$ cat config.mk
export PLATFORM = sky130hd
export DESIGN_NAME = cpr_rotate
export DESIGN_NICKNAME = d
export VERILOG_FILES = /design/src/rtl/cpr_pkg.sv /design/src/rtl/cpr_rotate.sv
export SDC_FILE = /design/constraint.sdc
export NUM_CORES = 2
export LEC_CHECK = 0
export BUFFER_PORTS_ARGS = -buffer_cell sky130_fd_sc_hd__clkbuf_2
export CORE_MARGIN = 4
export CORE_UTILIZATION = 30
export DETAILED_ROUTE_END_ITERATION = 7
export PLACE_DENSITY = 0.43
export SLEW_MARGIN = 20
export SYNTH_ARGS = -nofsm -noshare
export SYNTH_HDL_FRONTEND = slang
export SYNTH_SLANG_ARGS = --single-unit
export TNS_END_PERCENT = 100
$ cat constraint.sdc
create_clock -name aclk -period 6.6 [get_ports aclk]
set_clock_uncertainty 0.2 [all_clocks]
set_input_delay 1.65 -clock aclk [delete_from_list [all_inputs] [get_ports aclk]]
set_output_delay 1.65 -clock aclk [all_outputs]
set_load 0.1 [all_outputs]
$ cat src/rtl/cpr_pkg.sv
package cpr_pkg;

    localparam int SAMPLE_BITS_DEF    = 16;
    localparam int TRIG_FRAC_BITS_DEF = 8;
    localparam int OUT_BITS           = 26;
    localparam int CARRIER_BITS       = 10;
    localparam int OFFSET_BITS        = 11;
    localparam int UNIT_BITS          = 12;
    localparam int CFG_DATA_BITS      = 12;
    localparam int CFG_INDEX_BITS     = 1;
    localparam int KSUM_BITS          = 11;
    localparam int PA_BITS            = 22;
    localparam int MAG_BITS           = 34;
    localparam int Q_BITS             = 64;

    localparam logic [UNIT_BITS-1:0]    PHASE_UNIT_RESET    = 12'd178;
    localparam logic [CARRIER_BITS-1:0] FIRST_CARRIER_RESET = 10'd0;

    localparam logic [Q_BITS-1:0] INV_2PI_Q64 = 64'h28BE_60DB_9391_054A;
    localparam logic [Q_BITS-1:0] HALF_PI_Q62 = 64'h6487_ED51_10B4_611A;
    localparam logic [Q_BITS-1:0] ONE_Q62     = 64'h4000_0000_0000_0000;
    localparam logic [61:0]       OCTANT_Q62  = 62'h2000_0000_0000_0000;

    localparam int TERMS     = 12;
    localparam int ANGLE_LAT = 9;
    localparam int TERM_LAT  = 7;
    localparam int TRIG_LAT  = ANGLE_LAT + TERMS * TERM_LAT;

    typedef enum logic [CFG_INDEX_BITS-1:0] {
        REG_PHASE_UNIT    = 1'b0,
        REG_FIRST_CARRIER = 1'b1
    } cfg_reg_t;

    typedef enum logic [1:0] {
        QUAD_0 = 2'd0,
        QUAD_1 = 2'd1,
        QUAD_2 = 2'd2,
        QUAD_3 = 2'd3
    } quad_t;

    typedef struct packed {
        logic  valid;
        logic  zero;
        logic  neg;
        logic  swap;
        quad_t quad;
    } ctl_t;

endpackage

$ cat src/rtl/cpr_rotate.sv
module cpr_rotate #(
    parameter int SAMPLE_BITS    = cpr_pkg::SAMPLE_BITS_DEF,
    parameter int TRIG_FRAC_BITS = cpr_pkg::TRIG_FRAC_BITS_DEF
) (
    input  logic                                aclk,
    input  logic                                aresetn,
    input  logic                                en,
    input  logic [63:0]                         ss,
    input  logic [63:0]                         sc,
    input  cpr_pkg::ctl_t                       ctl,
    input  logic signed [SAMPLE_BITS-1:0]       sample_re,
    input  logic signed [SAMPLE_BITS-1:0]       sample_im,
    output logic                                valid_out,
    output logic signed [cpr_pkg::OUT_BITS-1:0] rotated_re,
    output logic signed [cpr_pkg::OUT_BITS-1:0] rotated_im
);

    localparam int CW = TRIG_FRAC_BITS + 3;
    localparam int PW = CW + SAMPLE_BITS;
    localparam int SH = 62 - TRIG_FRAC_BITS;

    logic [63:0]                         sn;
    logic [63:0]                         cs;
    logic [63:0]                         cabs;
    logic [63:0]                         sabs;
    logic                                cneg;
    logic                                sneg;
    logic signed [CW-1:0]                cmag;
    logic signed [CW-1:0]                smag;
    logic signed [CW-1:0]                c_next;
    logic signed [CW-1:0]                s_next;
    logic signed [CW-1:0]                c_reg;
    logic signed [CW-1:0]                s_reg;
    logic signed [SAMPLE_BITS-1:0]       re_reg;
    logic signed [SAMPLE_BITS-1:0]       im_reg;
    logic signed [PW-1:0]                p_cr_reg;
    logic signed [PW-1:0]                p_si_reg;
    logic signed [PW-1:0]                p_ci_reg;
    logic signed [PW-1:0]                p_sr_reg;
    logic signed [PW:0]                  sum_re;
    logic signed [PW:0]                  sum_im;
    logic signed [cpr_pkg::OUT_BITS-1:0] rot_re_reg;
    logic signed [cpr_pkg::OUT_BITS-1:0] rot_im_reg;
    logic                                valid1_reg;
    logic                                valid2_reg;
    logic                                valid3_reg;

    // on the upper half of a quadrant the series ran on the complement
    assign sn = ctl.swap ? sc : ss;
    assign cs = ctl.swap ? ss : sc;

    always_comb begin
        case (ctl.quad)
            cpr_pkg::QUAD_0: begin
                cabs = cs; cneg = 1'b0; sabs = sn; sneg = 1'b0;
            end
            cpr_pkg::QUAD_1: begin
                cabs = sn; cneg = 1'b1; sabs = cs; sneg = 1'b0;
            end
            cpr_pkg::QUAD_2: begin
                cabs = cs; cneg = 1'b1; sabs = sn; sneg = 1'b1;
            end
            cpr_pkg::QUAD_3: begin
                cabs = sn; cneg = 1'b0; sabs = cs; sneg = 1'b1;
            end
            default: begin
                cabs = cs; cneg = 1'b0; sabs = sn; sneg = 1'b0;
            end
        endcase
    end

    // truncate magnitude, then apply sign
    assign cmag = signed'({1'b0, cabs[63:SH]});
    assign smag = signed'({1'b0, sabs[63:SH]});

    always_comb begin
        if (ctl.zero) begin
            c_next = signed'(CW'(1) << TRIG_FRAC_BITS);
            s_next = '0;
        end else begin
            c_next = cneg ? -cmag : cmag;
            s_next = (sneg ^ ctl.neg) ? -smag : smag;
        end
    end

    always_ff @(posedge aclk) begin
        if (en) begin
            c_reg    <= c_next;
            s_reg    <= s_next;
            re_reg   <= sample_re;
            im_reg   <= sample_im;
            p_cr_reg <= PW'(c_reg) * PW'(re_reg);
            p_si_reg <= PW'(s_reg) * PW'(im_reg);
            p_ci_reg <= PW'(c_reg) * PW'(im_reg);
            p_sr_reg <= PW'(s_reg) * PW'(re_reg);
        end
    end

    assign sum_re = (PW+1)'(p_cr_reg) - (PW+1)'(p_si_reg);
    assign sum_im = (PW+1)'(p_ci_reg) + (PW+1)'(p_sr_reg);

    always_ff @(posedge aclk) begin
        if (en) begin
            rot_re_reg <= cpr_pkg::OUT_BITS'(sum_re);
            rot_im_reg <= cpr_pkg::OUT_BITS'(sum_im);
        end
    end

    always_ff @(posedge aclk) begin
        if (!aresetn) begin
            valid1_reg <= 1'b0;
            valid2_reg <= 1'b0;
            valid3_reg <= 1'b0;
        end else if (en) begin
            valid1_reg <= ctl.valid;
            valid2_reg <= valid1_reg;
            valid3_reg <= valid2_reg;
        end
    end

    assign valid_out  = valid3_reg;
    assign rotated_re = rot_re_reg;
    assign rotated_im = rot_im_reg;

endmodule

**Yosys cells after proc, flatten, opt, wreduce, memory -nomap -nowiden**

Cells that the tools add are included.

- Multiply operators: 4
- Divide/modulo/power cells: 0
- $add $sub $neg: 4
- Shift-type cells: 0
- Order comparisons: 0
- Mux-type cells: 8
- Eq/ne operators: 3
- Reductions and logical operators: 9
- Bitwise operators: 3

Operators with widths:

| cell | count |
|---|---|
| 64-bit one-hot mux with 2 select lines | 2 |
| 64-bit 2-to-1 mux | 2 |
| 11-bit by 16-bit multiplier with 26-bit output | 4 |
| 26-bit adder | 1 |
| 26-bit subtractor | 1 |
| 10-bit negator with 11-bit output | 2 |
| 10-bit 2-to-1 mux | 2 |
| 2-bit OR reduction | 8 |
| 2-bit equality test, second input constant | 2 |
| 1-bit one-hot mux with 2 select lines | 2 |
| 2-bit by 1-bit equality test with 1-bit output, second input constant | 1 |
| 2-bit logical NOT | 1 |
| 1-bit inverter | 2 |
| 1-bit bitwise XOR | 1 |

- Input port bits: 169
- Memory bits (read-only): 0
- Memories: 0
- Bits in writable memories: 0
- Output and inout bits: 53
- Register bits after elaboration: 213
- Latch bits: 0

**Depth between registers and ports, before layout**

- Word-level depth: 6
- Gate-level depth with buffers: 22
- Depth with buffers taken out: 21

**Least setup slack after synthesis**

No wires, ideal clock.

- Kind: register to register
- Start: register c_reg[5]
- End: register p_ci_reg[25], data pin
- Buffers on the path: 1
- Cell stages (with the launch flop): 22
- Arrival: 5298 ps
- Slack: 842 ps
- Required time: 6140 ps
- Clock period less this slack: 5758 ps
- Cells stage by stage: edfxtp_1 clkbuf_1 and2_1 fa_1 inv_1 fa_1 inv_1 fa_1 fa_1 inv_1 fa_1 inv_1 ha_1 a211o_1 a211o_1 o211ai_2 a21oi_2 o41ai_4 o211ai_2 a21o_1 a21oi_2 xnor2_1

- Cells in the longest elaborated chain, start to end: 1

Ends and longest elaborated chain:

| element | line | RTL |
|---|---|---|
| from (decl) | cpr_rotate.sv:32 | `logic signed [CW-1:0] c_reg;` |
| from (signal assigned) | cpr_rotate.sv:88 | `c_reg <= c_next;` |
| 11-bit by 16-bit multiplier with 26-bit output | cpr_rotate.sv:94 | `p_ci_reg <= PW'(c_reg) * PW'(im_reg);` |
| to (signal assigned) | cpr_rotate.sv:94 |  |
| to (decl) | cpr_rotate.sv:38 | `logic signed [PW-1:0] p_ci_reg;` |

Every way passes these cells.
A chain may end at the register's enable or synchronous reset.

**Worst setup path after layout**

- Start: register re_reg[4]
- End: register p_sr_reg[24], data pin

- Cells in the longest elaborated chain, start to end: 1

Ends and longest elaborated chain:

| element | line | RTL |
|---|---|---|
| from (decl) | cpr_rotate.sv:34 | `logic signed [SAMPLE_BITS-1:0] re_reg;` |
| from (signal assigned) | cpr_rotate.sv:90 | `re_reg <= sample_re;` |
| 11-bit by 16-bit multiplier with 26-bit output | cpr_rotate.sv:95 | `p_sr_reg <= PW'(s_reg) * PW'(re_reg);` |
| to (signal assigned) | cpr_rotate.sv:95 |  |
| to (decl) | cpr_rotate.sv:39 | `logic signed [PW-1:0] p_sr_reg;` |

Every way passes these cells.

==> flow_metrics.tcl <==
set metrics [dict create \
    drive_above_1_share 0.0878 \
    core_area_um2 115000 \
    drt_iter0_markers 1075 \
    grtUsageMet1 0.218 \
    fmax_ghz 0.159 \
    synthMuxAreaShare 0.00725 \
    root_buffer "clkbuf_16" \
    dieArea_um2 121000 \
    min_period_ns 6.31 \
    status "completed" \
    hold_viol 0 \
    synthXorXnorAreaFrac 0.0414 \
    gr-usage-met2 0.231 \
    rsz0062_at_grt "false" \
    finalSetupViolations 0 \
    synth-edff-count 210 \
    async_flop_share 0 \
    grt_pass1_vias 24500 \
    nNetsFinal 4804 \
    yosys.area_share.simple 0.145 \
    start_util 0.303 \
    place_inst 5199 \
    grt_max_degree 86 \
    die_w_um 348 \
    final_cell_mix "inv_1, fa_1, nand2_1, and2_1, ha_1" \
    dpl.hpwl_um 69500 \
    drv_slew 0 \
    synth.net_count 4648 \
    final_common_cell "inv_1" \
    synth_top_area_share 0.366 \
    final_cells 5259 \
    period_share 0.956 \
    cp_max_fo 14 \
    avgSynthCellArea_um2 9.72 \
    synth_area_leaders "fa_1, edfxtp_1, ha_1" \
    yosys.area.top_type "fa_1" \
    post_drt_wl_per_cell_um 16.2 \
    start_kind "flop" \
    num-fill-cells 11900 \
    io_buffers 113 \
    ant_nets 0 \
    grt_pass1_wl_um 140000 \
    rows 124 \
    top_usage_layer "met2" \
    yosysSeqAreaShare 0.183 \
    cts_tree "built" \
    hold_path_class "flop to flop" \
    grt-ovfl-total 0 \
    area_growth_pct 12.3 \
    cts.reportedPaths.clkPinSlew_ns 0.06 \
    antenna_found_initial 1 \
    met3_usage 0.0142 \
    io_pins 222 \
    setup_tns_ns 0 \
    routed_via_density 4.45 \
    cts_max_level 1 \
    clock_sinks 213 \
    synth-seq-cells 213 \
    max-cap-violations 0 \
    relSlewSlack 0.485 \
    synth_ff_type "edfxtp_1" \
    crit_type "flop to flop" \
    synth_cell_types 67 \
    grt_util_all_layers 0.145 \
    cp-end-kind "flop" \
    clock_latency_ns 0.61 \
    worstPathArrival_ns 6.53 \
    synth_top_family_by_area "adder cells" \
    die_h_um 348 \
    worst_pin_slew_ns 0.772 \
    gp_congestion 0.794 \
    synthCells 3569 \
    wirelength_um 84900 \
    worst_ep_required_time_ns 6.82 \
    vias 23400 \
    yosys.area_share.adder 0.465 \
    dr.pass1.iters 7 \
    synth_area_um2 34700 \
    drc 0 \
    cts_buffer_depth 3 \
    ctsHoldBuffers 0 \
    synth-warning-count 0 \
    synth_compound_gate_area_share 0.0609 \
    cts_made_buffers 28 \
]
[cell families after synthesis]
group           Yosys count
mux                      25
buf+inv                 897
compound gates          323
xor+xnor                164
simple gates           1037
fa+ha+maj               910
flops                   213
[timing repair]
| item | 4_1_cts | 5_1_grt |
|---|---|---|
| resized for setup | 0 | 1 |
| buffers inserted | 0 | 8 |
| endpoints found under the setup margin | 0 | 5 |
[layer usage]
metal / vias up / share of wire
li1: 11300 / -
met1: 11800 / 0.50
met2: 302 / 0.45
met3: 47 / 0.033
met4: 0 / 0.016
met5: - / 0
[cell type report]
class,instances,area (um2),share of cell area
multi-input cells,2459,25000,0.641
clock inverters,18,133,0.00340
inverters,755,2830,0.0727
clock buffers,33,719,0.0185
flip-flops and latches,213,6370,0.163
well taps,1512,1890,0.0485
repair buffers,268,2040,0.0523
diodes,1,2.50,0.0000642
[cell usage after synthesis (3+ instances only)]
cell type  instances
dfxtp_1            3
and2_1           300
or3_1             10
o31ai_1            7
a211o_1            8
o21ai_0           64
a31oi_1            9
nor3_1            35
buf_1              3
o2111ai_1          4
nand2b_1          36
xor2_1            38
a21oi_2            4
or2_2              3
clkbuf_1         134
nor2_1           167
o31a_1             4
o211ai_1           7
nand4_1            8
a21oi_1           92
nor2b_1           29
o21a_1            24
ha_1             276
o21bai_1           7
a211oi_1          11
a21boi_0           6
nand3_1           18
a221o_1            3
nand3b_1           6
and3_1            11
inv_1            755
mux2i_1           24
a21boi_1           4
edfxtp_1         210
nor4_1             6
o21ai_1            8
a2111oi_0          3
fa_1             634
nand2_1          401
buf_2              5
a21o_1            34
xnor2_1          126
[stage by stage]
step	instance area (um2)	hold WS, ns	worst slack (ns)	utilization
after global routing	39000	0.349	0.0104	0.340
final	39000	0.331	0.292	0.340
after CTS	38900	0.332	0.243	0.339
after detailed placement	38000	0.312	0.309	0.331
after global placement	38000	0.306	0.296	0.331
after floorplan	34700	0.282	0.842	-
[worst paths after layout]
check	from	to	slack [ns]	cells after the start
worst max-delay path	re_reg[4]	p_sr_reg[24]	0.29	22
worst min-delay path	valid2_reg	valid2_reg	0.33	2
worst max register to register	re_reg[4]	p_sr_reg[24]	0.29	22
worst min register to register	valid2_reg	valid2_reg	0.33	2
[worst max-delay path, cell delays in order, from the launching register on]
cell,delay [ns]
edfxtp_1,0.61
buf_4,0.33
nand2_1,0.11
fa_1,0.54
inv_1,0.04
ha_1,0.26
ha_1,0.28
inv_1,0.05
fa_1,0.45
fa_1,0.49
inv_1,0.04
ha_1,0.27
nor2b_1,0.13
o21ai_0,0.23
a21boi_0,0.18
o21ai_0,0.33
a221oi_1,0.20
buf_4,0.19
o21ai_1,0.32
a31oi_1,0.14
buf_4,0.17
or4_1,0.40
nand4_1,0.16
Power is not shown: default switching activity piles up to over one toggle a cycle in this logic, so the estimate is an artifact.
